### config.mk
export PLATFORM = sky130hd
export DESIGN_NAME = tagged_entry_reply_parser
export DESIGN_NICKNAME = d
export VERILOG_FILES = /design/src/rtl/tep_pkg.sv /design/src/rtl/tep_core.sv /design/src/rtl/tagged_entry_reply_parser.sv
export SDC_FILE = /design/constraint.sdc
export NUM_CORES = 1
export LEC_CHECK = 0
export ABC_CLOCK_PERIOD_IN_PS = 7190
export BUFFER_PORTS_ARGS = -buffer_cell sky130_fd_sc_hd__buf_2
export CORE_UTILIZATION = 50
export DETAILED_ROUTE_END_ITERATION = 10
export HOLD_SLACK_MARGIN = 0.12
export PLACE_DENSITY = 0.66
export SYNTH_ARGS = -nofsm -noshare
export SYNTH_HDL_FRONTEND = slang
export SYNTH_SLANG_ARGS = --single-unit
### constraint.sdc
create_clock -name clk -period 7.19 [get_ports clk]
set_clock_uncertainty 0.05 [all_clocks]
set_input_delay 0.719 -clock clk [delete_from_list [all_inputs] [get_ports clk]]
set_output_delay 0.719 -clock clk [all_outputs]
set_load 0.05 [all_outputs]
### src/rtl/tep_pkg.sv
// ----------------------------------------------------------------------------
// tep_pkg
// Shared types and constants of the tagged entry reply parser: parse phases,
// verdict codes, register indexes, the register set and the result beat.
// ----------------------------------------------------------------------------
package tep_pkg;

	// Fixed reply layout
	localparam logic [3:0] STATUS_LEN    = 4'd2;
	localparam logic [3:0] HEADER_LEN    = 4'd8;
	localparam logic [3:0] ENTRY_HDR_LEN = 4'd12;

	// Byte positions inside an entry header
	localparam logic [3:0] EH_LEN_LO = 4'd4;
	localparam logic [3:0] EH_LEN_HI = 4'd5;
	localparam logic [3:0] EH_SUB_LO = 4'd8;
	localparam logic [3:0] EH_SUB_HI = 4'd9;

	// Required value of the status word
	localparam logic [7:0] STATUS_OK = 8'h00;

	// Register indexes
	localparam logic [1:0] CFG_WANTED_SUBTAG = 2'd0;
	localparam logic [1:0] CFG_MAX_VALUE_LEN = 2'd1;
	localparam logic [1:0] CFG_SKIP_BYTES    = 2'd2;

	// Register reset values
	localparam logic [15:0] WANTED_SUBTAG_RST = 16'd3;
	localparam logic [15:0] MAX_VALUE_LEN_RST = 16'd4096;
	localparam logic [7:0]  SKIP_BYTES_RST    = 8'd4;

	// Verdict codes
	localparam logic [3:0] RC_FOUND        = 4'd0;
	localparam logic [3:0] RC_ABSENT       = 4'd1;
	localparam logic [3:0] RC_NO_STATUS    = 4'd2;
	localparam logic [3:0] RC_BAD_STATUS   = 4'd3;
	localparam logic [3:0] RC_SHORT_HEADER = 4'd4;
	localparam logic [3:0] RC_TRUNC_HDR    = 4'd5;
	localparam logic [3:0] RC_TRUNC_VALUE  = 4'd6;
	localparam logic [3:0] RC_TOO_LARGE    = 4'd7;
	localparam logic [3:0] RC_GARBAGE      = 4'd8;
	localparam logic [3:0] RC_SHORT        = 4'd9;

	// Latched error: none yet
	localparam logic [3:0] ERR_NONE = 4'd0;

	typedef enum logic [2:0] {
		PH_STATUS,
		PH_HEADER,
		PH_EHDR,
		PH_VALUE,
		PH_TRAIL,
		PH_ERROR
	} phase_t;

	typedef struct packed {
		logic [15:0] wanted_subtag;
		logic [15:0] max_value_len;
		logic [7:0]  skip_bytes;
	} cfg_t;

	typedef struct packed {
		logic        byte_valid;
		logic [7:0]  value_byte;
		logic [15:0] value_offset;
		logic        done_res;
		logic [3:0]  result_code;
		logic [15:0] value_length;
	} res_t;

endpackage

### src/rtl/tep_core.sv
// ----------------------------------------------------------------------------
// tep_core
// Parse state of the reply. Takes one byte per step, updates the phase and
// field counters, and forms the result beat that the byte causes.
// ----------------------------------------------------------------------------
module tep_core (
	input  logic          clk,
	input  logic          arst_n,
	input  tep_pkg::cfg_t cfg,
	input  logic          step,
	input  logic [7:0]    reply_byte,
	input  logic          last_byte,
	output logic          has_res,
	output tep_pkg::res_t res
);
	import tep_pkg::*;

	phase_t      phase_q, phase_n;
	logic [3:0]  cnt_q, cnt_n;
	logic [31:0] entries_q, entries_n;
	logic [15:0] pos_q, pos_n;
	logic [15:0] len_q, len_n;
	logic [15:0] sub_q, sub_n;
	logic        match_q, match_n;
	logic        found_q, found_n;
	logic [15:0] win_q, win_n;
	logic [3:0]  err_q, err_n;

	logic        finish;
	logic        emit;
	logic        too_big;
	logic [31:0] entries_dec;
	logic [15:0] skip_ext;

	assign skip_ext    = {8'd0, cfg.skip_bytes};
	assign too_big     = len_q > cfg.max_value_len;
	assign entries_dec = entries_q - 32'd1;

	// Next state
	always_comb begin
		phase_n   = phase_q;
		cnt_n     = cnt_q;
		entries_n = entries_q;
		pos_n     = pos_q;
		len_n     = len_q;
		sub_n     = sub_q;
		match_n   = match_q;
		found_n   = found_q;
		win_n     = win_q;
		err_n     = err_q;
		finish    = 1'b0;
		emit      = 1'b0;
		unique case (phase_q)
			PH_STATUS: begin
				if (reply_byte != STATUS_OK) begin
					err_n = RC_BAD_STATUS;
				end
				cnt_n = cnt_q + 4'd1;
				if (cnt_n == STATUS_LEN) begin
					cnt_n   = 4'd0;
					phase_n = (err_n != ERR_NONE) ? PH_ERROR : PH_HEADER;
				end
			end
			PH_HEADER: begin
				// second header word is the entry count
				if (cnt_q[2]) begin
					entries_n[{cnt_q[1:0], 3'b000} +: 8] = reply_byte;
				end
				cnt_n = cnt_q + 4'd1;
				if (cnt_n == HEADER_LEN) begin
					cnt_n   = 4'd0;
					phase_n = (entries_n != 32'd0) ? PH_EHDR : PH_TRAIL;
				end
			end
			PH_EHDR: begin
				if (cnt_q == EH_LEN_LO) begin
					len_n = {8'd0, reply_byte};
				end else if (cnt_q == EH_LEN_HI) begin
					len_n[15:8] = reply_byte;
				end else if (cnt_q == EH_SUB_LO) begin
					sub_n = {8'd0, reply_byte};
				end else if (cnt_q == EH_SUB_HI) begin
					sub_n[15:8] = reply_byte;
				end
				cnt_n = cnt_q + 4'd1;
				if (cnt_n == ENTRY_HDR_LEN) begin
					cnt_n   = 4'd0;
					match_n = (sub_q == cfg.wanted_subtag);
					pos_n   = 16'd0;
					if (len_q == 16'd0) begin
						finish = 1'b1;
					end else begin
						phase_n = PH_VALUE;
					end
				end
			end
			PH_VALUE: begin
				// pass the byte once the skip slice is behind us
				emit  = match_q && !too_big && (pos_q >= skip_ext);
				pos_n = pos_q + 16'd1;
				if (pos_n == len_q) begin
					finish = 1'b1;
				end
			end
			PH_TRAIL: begin
				err_n   = RC_GARBAGE;
				phase_n = PH_ERROR;
			end
			PH_ERROR: begin
			end
			default: begin
			end
		endcase

		// Close the entry: reject an oversized winner, else count it down
		if (finish) begin
			if (match_n && too_big) begin
				err_n   = RC_TOO_LARGE;
				phase_n = PH_ERROR;
			end else begin
				if (match_n) begin
					found_n = 1'b1;
					win_n   = len_q;
				end
				entries_n = entries_dec;
				cnt_n     = 4'd0;
				phase_n   = (entries_dec != 32'd0) ? PH_EHDR : PH_TRAIL;
			end
		end
	end

	// Result beat
	always_comb begin
		res         = '0;
		has_res     = emit || last_byte;
		res.byte_valid = emit;
		if (emit) begin
			res.value_byte   = reply_byte;
			res.value_offset = pos_q - skip_ext;
		end
		res.done_res = last_byte;
		if (last_byte) begin
			unique case (phase_n)
				PH_STATUS: res.result_code = RC_NO_STATUS;
				PH_HEADER: res.result_code = RC_SHORT_HEADER;
				PH_EHDR:   res.result_code = RC_TRUNC_HDR;
				PH_VALUE:  res.result_code = RC_TRUNC_VALUE;
				PH_TRAIL: begin
					if (!found_n) begin
						res.result_code = RC_ABSENT;
					end else if (win_n < skip_ext) begin
						res.result_code = RC_SHORT;
					end else begin
						res.result_code  = RC_FOUND;
						res.value_length = win_n - skip_ext;
					end
				end
				default:   res.result_code = err_n;
			endcase
		end
	end

	// Advance on each accepted byte; the final byte restarts the parse
	always_ff @(posedge clk or negedge arst_n) begin
		if (!arst_n) begin
			phase_q   <= PH_STATUS;
			cnt_q     <= '0;
			entries_q <= '0;
			pos_q     <= '0;
			len_q     <= '0;
			sub_q     <= '0;
			match_q   <= 1'b0;
			found_q   <= 1'b0;
			win_q     <= '0;
			err_q     <= ERR_NONE;
		end else if (step) begin
			if (last_byte) begin
				phase_q   <= PH_STATUS;
				cnt_q     <= '0;
				entries_q <= '0;
				pos_q     <= '0;
				len_q     <= '0;
				sub_q     <= '0;
				match_q   <= 1'b0;
				found_q   <= 1'b0;
				win_q     <= '0;
				err_q     <= ERR_NONE;
			end else begin
				phase_q   <= phase_n;
				cnt_q     <= cnt_n;
				entries_q <= entries_n;
				pos_q     <= pos_n;
				len_q     <= len_n;
				sub_q     <= sub_n;
				match_q   <= match_n;
				found_q   <= found_n;
				win_q     <= win_n;
				err_q     <= err_n;
			end
		end
	end

endmodule

### src/rtl/tagged_entry_reply_parser.sv
// ----------------------------------------------------------------------------
// tagged_entry_reply_parser
// Parses a tagged-entry device reply byte by byte, streams the value bytes
// of the wanted subtag past the skip slice and gives a verdict on the last
// byte.
// ----------------------------------------------------------------------------
// The beat of an accepted reply byte goes to the result register, or to the
// skid register while the result register is held. Each byte costs a single
// update of the parse state between the input handshake and the result
// register, so the sustained rate is one byte per cycle while in_ready is
// high. The result side has a two-beat buffer (result register plus skid
// register): in_ready drops only while both hold a beat, i.e. once the
// consumer has held off a pending beat at an edge where the next beat
// arrives. A byte that produces no beat (headers, skipped or unmatched value
// bytes) leaves the result side untouched. Registers are written through
// cfg_wr_en / cfg_index / cfg_data and take effect on the next byte; write
// them only while no reply is in flight.
// ----------------------------------------------------------------------------
module tagged_entry_reply_parser (
	input  logic        clk,
	input  logic        arst_n,

	input  logic        cfg_wr_en,
	input  logic [1:0]  cfg_index,
	input  logic [15:0] cfg_data,

	input  logic        in_valid,
	output logic        in_ready,
	input  logic [7:0]  reply_byte,
	input  logic        last_byte,

	output logic        out_valid,
	input  logic        out_ready,
	output logic        byte_valid,
	output logic [7:0]  value_byte,
	output logic [15:0] value_offset,
	output logic        done_res,
	output logic [3:0]  result_code,
	output logic [15:0] value_length
);
	import tep_pkg::*;

	cfg_t cfg_q;
	res_t res;
	res_t out_q;
	res_t skid_q;
	logic has_res;
	logic step;
	logic out_valid_q;
	logic skid_valid_q;
	logic out_free;

	assign in_ready = !skid_valid_q;
	assign step     = in_valid && in_ready;
	assign out_free = !out_valid_q || out_ready;

	// Register writes
	always_ff @(posedge clk or negedge arst_n) begin
		if (!arst_n) begin
			cfg_q.wanted_subtag <= WANTED_SUBTAG_RST;
			cfg_q.max_value_len <= MAX_VALUE_LEN_RST;
			cfg_q.skip_bytes    <= SKIP_BYTES_RST;
		end else if (cfg_wr_en) begin
			case (cfg_index)
				CFG_WANTED_SUBTAG: cfg_q.wanted_subtag <= cfg_data;
				CFG_MAX_VALUE_LEN: cfg_q.max_value_len <= cfg_data;
				CFG_SKIP_BYTES:    cfg_q.skip_bytes    <= cfg_data[7:0];
				default: begin
				end
			endcase
		end
	end

	tep_core u_core (
		.clk        (clk),
		.arst_n     (arst_n),
		.cfg        (cfg_q),
		.step       (step),
		.reply_byte (reply_byte),
		.last_byte  (last_byte),
		.has_res    (has_res),
		.res        (res)
	);

	// Result register and skid: drain skid first, else load the new beat
	always_ff @(posedge clk or negedge arst_n) begin
		if (!arst_n) begin
			out_valid_q  <= 1'b0;
			skid_valid_q <= 1'b0;
		end else if (skid_valid_q) begin
			if (out_free) begin
				out_valid_q  <= 1'b1;
				skid_valid_q <= 1'b0;
			end
		end else if (step && has_res) begin
			if (out_free) begin
				out_valid_q <= 1'b1;
			end else begin
				skid_valid_q <= 1'b1;
			end
		end else if (out_ready) begin
			out_valid_q <= 1'b0;
		end
	end

	always_ff @(posedge clk) begin
		if (skid_valid_q) begin
			if (out_free) begin
				out_q <= skid_q;
			end
		end else if (step && has_res) begin
			if (out_free) begin
				out_q <= res;
			end else begin
				skid_q <= res;
			end
		end
	end

	assign out_valid    = out_valid_q;
	assign byte_valid   = out_q.byte_valid;
	assign value_byte   = out_q.value_byte;
	assign value_offset = out_q.value_offset;
	assign done_res     = out_q.done_res;
	assign result_code  = out_q.result_code;
	assign value_length = out_q.value_length;

	// Skid holds a beat only behind a full result register
	a_skid_behind_out: assert property (@(posedge clk) disable iff (!arst_n)
		skid_valid_q |-> out_valid_q)
		else $error("skid beat without a result beat ahead of it");

	// Skid fills only when the result register was stalled
	a_skid_fill: assert property (@(posedge clk) disable iff (!arst_n)
		$rose(skid_valid_q) |-> $past(out_valid_q && !out_ready))
		else $error("skid loaded while the result register was free");

	// Every beat carries a value byte, a verdict or both
	a_beat_content: assert property (@(posedge clk) disable iff (!arst_n)
		out_valid_q |-> (out_q.byte_valid || out_q.done_res))
		else $error("empty result beat");

	// A length is reported only with a found verdict
	a_len_found: assert property (@(posedge clk) disable iff (!arst_n)
		(out_valid_q && out_q.value_length != 16'd0) |->
		(out_q.done_res && out_q.result_code == RC_FOUND))
		else $error("value length without a found verdict");

endmodule
==> results.md <==
* **result of the run** complete, no violations
* **endpoint type of the worst setup path** register
* **floorplan die height** 176 µm
* **latest clock arrival within the worst-skew pair** 550 ps
* **post-detailed-routing wire length** 42600 µm
* **number of antenna diodes** 0
* **most common library cell in the layout ignoring fill and taps** sky130_fd_sc_hd__dfrtp_1
* **number of CTS-inserted buffers** 28
* **layer with the highest usage after global routing** met2
* **ratio of total power to cell area** 244 mW/mm²
* **Achievable Freq** 165 MHz
* **CTS clock-pin slew for the worst setup and hold paths** 60 ps
* **detailed placement HPWL** 29500 µm
* **die width** 176 µm
* **largest family of logic cells by synthesized area** compound AO/OA/AOI/OAI gates
* **slew of the pin with the lowest slew margin** 1150 ps
* **total of max-cap violations** 0
* **DRT Pass-1 Iters** 5
* **Gates resized, CTS repair** 0
* **remaining antenna violation count after routing** 0
* **total power draw** 0.00404 W
* **total via count after detailed routing** 12367
* **Post-synth top flop** sky130_fd_sc_hd__dfrtp_1
* **fraction of synthesized area in multiplexers** 6.29%
* **highest-count cells in the layout ignoring fill and taps** 146 x sky130_fd_sc_hd__dfrtp_1, 130 x sky130_fd_sc_hd__nand2_1, 129 x sky130_fd_sc_hd__nor2_1, 112 x sky130_fd_sc_hd__o21ai_0, 92 x sky130_fd_sc_hd__edfxtp_1
* **number of placement rows** 63
* **launch point of the worst reg-to-reg path** u_core.pos_q[1]$_DFFE_PN0P_
* **vias in the first global route** 11710
* **leakage** 6.86 nW
* **H-tree level count** 1
* **peak supply drop** 0.184 mV
* **buffers inserted by post-CTS timing repair** 0
* **root buffer cell** sky130_fd_sc_hd__clkbuf_16
* **CTS Hold Bufs** 0
* **TritonCTS clock tree** done
* **Setup Slack @ Placement** 1210 ps
* **post-DR vias/cell** 6.26
* **count of yosys warnings during synthesis** 0
* **Post-synth EDFFs** 92
* **met2 usage** 42.5%
* **count of final hold-check violations** 0
* **RSZ-0062 raised after global routing** false
* **DRC violation total after the first TritonRoute iteration** 1189
* **final setup vio count** 0
* **aggregate global-route resource usage** 27.9%
* **number of clock sinks seen by CTS** 243
* **count of distinct cell types in the synthesized netlist** 94
* **Async SR Flop Fraction** 62.1%
* **setup slack of the worst register-to-register path** 1130 ps
* **fraction of final layout cells sized beyond drive strength 1** 15.8%
* **post-synth net total** 1625
* **final-layout worst hold slack** 182 ps
* **starting density of the core** 50.9%
* **Final GP Congestion** 0.920
* **number of port buffers** 79
* **number of top-level design ports** 80
* **DR DRC count** 0
* **Synth Area in Compound Gates** 19.6%
* **area growth from synthesis to layout** 9.54%
* **setup_tns** 0 ps
* **post-synthesis cell area** 0.0151 mm²
* **global-route wire length before repair** 67800 µm
* **final net count** 1640
* **Core Region** 0.0297 mm²
* **required time of the critical path** 7410 ps
* **final worst slack** 1130 ps
* **adder and majority cell fraction of the synthesized area** 3.74%
* **number of synthesized register bits** 243
* **highest net fanout along the worst path** 16
* **Tcrit/Tclk final** 84.3%
* **Synth Area in Simple Gates** 17.4%
* **average wire length per cell after detail routing** 21.6 µm
* **maximum number of pins on one net before global-route repair** 81
* **remaining global-route overflow** 0
* **Final Max Tran Viols** 0
* **Synth Area in XOR/XNOR** 4.63%
* **crit start category** register
* **signal arrival time at the worst endpoint** 6280 ps
* **number of antenna violations at the first check in global routing** 0
* **Syn Area/Cell** 9.77 µm²
* **startpoint-to-endpoint class of the critical path** register to register
* **kind of path behind the tightest hold check** primary input to async pin
* **die outline area** 0.0310 mm²
* **worst relative slew slack** 23.0%
* **Final min period** 6060 ps
* **global routing met3 resource utilization** 4.22%
* **part of the Yosys area used for sequential elements** 43.3%
* **cells after synthesis** 1549
* **global-route track usage on met1** 40.9%
* **start point of the critical path** u_core.pos_q[1]$_DFFE_PN0P_
* **Bufs on Longest Clock Path** 3
## area by class of cell
class                           count  area [µm²]
Clock buffer                       43         767
Clock inverter                      9         161
Fill cell                        2679       13100
Inverter                           58         218
Multi-Input combinational cell   1138        7870
Sequential cell                   243        6550
Tap cell                          390         488
Timing Repair Buffer               95         522
## per-stage QoR
step | cells | area, µm² | utilization [%]
floorplan | 1549 | 15100 | -
global placement | 1924 | 15600 | 52.6
detailed placement | 1924 | 15600 | 52.6
CTS | 1976 | 16600 | 55.8
global route | 1976 | 16600 | 55.8
finish | 1976 | 16600 | 55.8
## cells in the mapped netlist, types with 11 or more instances
| library cell | n | area [µm²] |
|---|---|---|
| sky130_fd_sc_hd__o2bb2ai_1 | 12 | 105 |
| sky130_fd_sc_hd__mux2i_1 | 14 | 140 |
| sky130_fd_sc_hd__and3_1 | 14 | 87.6 |
| sky130_fd_sc_hd__nand2_1 | 131 | 492 |
| sky130_fd_sc_hd__nand4_1 | 26 | 163 |
| sky130_fd_sc_hd__clkbuf_1 | 73 | 274 |
| sky130_fd_sc_hd__nor4_1 | 19 | 119 |
| sky130_fd_sc_hd__edfxtp_1 | 92 | 2760 |
| sky130_fd_sc_hd__a31oi_1 | 19 | 119 |
| sky130_fd_sc_hd__ha_1 | 42 | 526 |
| sky130_fd_sc_hd__mux2_2 | 72 | 811 |
| sky130_fd_sc_hd__and2_1 | 12 | 75.1 |
| sky130_fd_sc_hd__xor2_1 | 28 | 245 |
| sky130_fd_sc_hd__o21ai_0 | 112 | 561 |
| sky130_fd_sc_hd__nor3_1 | 41 | 205 |
| sky130_fd_sc_hd__o41ai_1 | 24 | 210 |
| sky130_fd_sc_hd__buf_2 | 16 | 80.1 |
| sky130_fd_sc_hd__nand2b_1 | 12 | 75.1 |
| sky130_fd_sc_hd__or3_1 | 15 | 93.8 |
| sky130_fd_sc_hd__nand3_1 | 27 | 135 |
| sky130_fd_sc_hd__dfrtp_1 | 147 | 3680 |
| sky130_fd_sc_hd__a21oi_1 | 56 | 280 |
| sky130_fd_sc_hd__nor2b_1 | 19 | 119 |
| sky130_fd_sc_hd__a22o_1 | 36 | 315 |
| sky130_fd_sc_hd__or4_1 | 11 | 82.6 |
| sky130_fd_sc_hd__inv_1 | 58 | 218 |
| sky130_fd_sc_hd__xnor2_1 | 52 | 455 |
| sky130_fd_sc_hd__o211ai_1 | 13 | 97.6 |
| sky130_fd_sc_hd__o31ai_1 | 34 | 255 |
| sky130_fd_sc_hd__nor2_1 | 129 | 484 |
| sky130_fd_sc_hd__a22oi_1 | 17 | 128 |
## where the power goes
part	total (W)	switching, W	internal [W]
sequential	0.00167	0.000123	0.00155
combinational	0.000912	0.000574	0.000338
clock	0.00145	0.000576	0.000878
total	0.00404	0.00127	0.00277
## flip-flops by register name, indices dropped and copies added, names as in the netlist, 3 cells and up
| register | count |
|---|---|
| value_byte | 8 |
| u_core.win_q | 16 |
| result_code | 4 |
| u_core.pos_q | 16 |
| u_core.err_q | 4 |
| u_core.entries_q | 32 |
| value_length | 16 |
| u_core.cnt_q | 4 |
| u_core.len_q | 16 |
| value_offset | 16 |
| u_core.sub_q | 16 |
| cfg_q | 40 |
| u_core.phase_q | 3 |
| skid_q | 46 |
## logic make-up after synthesis
| family | count (synthesis) |
|---|---|
| buffers and inverters | 168 |
| AO/OA/AOI/OAI | 415 |
| multiplexers | 86 |
| flip-flops | 243 |
| adder cells (fa/ha/maj) | 44 |
| XOR/XNOR | 80 |
| AND/OR/NAND/NOR | 513 |
## path summary, 6_finish.rpt
check | end | cells past startpoint
worst max-delay path | skid_q[13]$_DFFE_PP_ | 20
worst min-delay path | skid_valid_q$_DFF_PN0_ | 1
worst max register to register | skid_q[13]$_DFFE_PP_ | 20
worst min register to register | u_core.win_q[0]$_DFFE_PN0P_ | 2
max in group asynchronous | u_core.sub_q[8]$_DFFE_PN0P_ | 2
min in group clk | cfg_q[38]$_DFFE_PN0P_ | 2
## routing by layer
| layer | routed length, µm | share of wire [%] |
|---|---|---|
| met1 | 19500 | 46 |
| met2 | 19000 | 45 |
| met3 | 2860 | 6.7 |
| met4 | 1260 | 3.0 |
| met5 | 0 | 0 |
## worst max-delay path, cell delays in order, from the launching register on
cell                      delay (ps)
sky130_fd_sc_hd__dfrtp_1         470
sky130_fd_sc_hd__ha_1            390
sky130_fd_sc_hd__nand3_1         290
sky130_fd_sc_hd__nor4_1          590
sky130_fd_sc_hd__xnor2_1         190
sky130_fd_sc_hd__nor4_1          170
sky130_fd_sc_hd__and4b_1         220
sky130_fd_sc_hd__o211a_1         260
sky130_fd_sc_hd__mux2i_1         260
sky130_fd_sc_hd__ha_1            200
sky130_fd_sc_hd__inv_1            60
sky130_fd_sc_hd__fa_1            400
sky130_fd_sc_hd__a21o_1          170
sky130_fd_sc_hd__a21oi_1         210
sky130_fd_sc_hd__nor2_1           70
sky130_fd_sc_hd__o21a_1          180
sky130_fd_sc_hd__o31a_1          410
sky130_fd_sc_hd__o31ai_1         340
sky130_fd_sc_hd__mux2_2          240
sky130_fd_sc_hd__or3_1           460
sky130_fd_sc_hd__nor2_1          130
No activity file was read; power rests on OpenSTA's default activity.
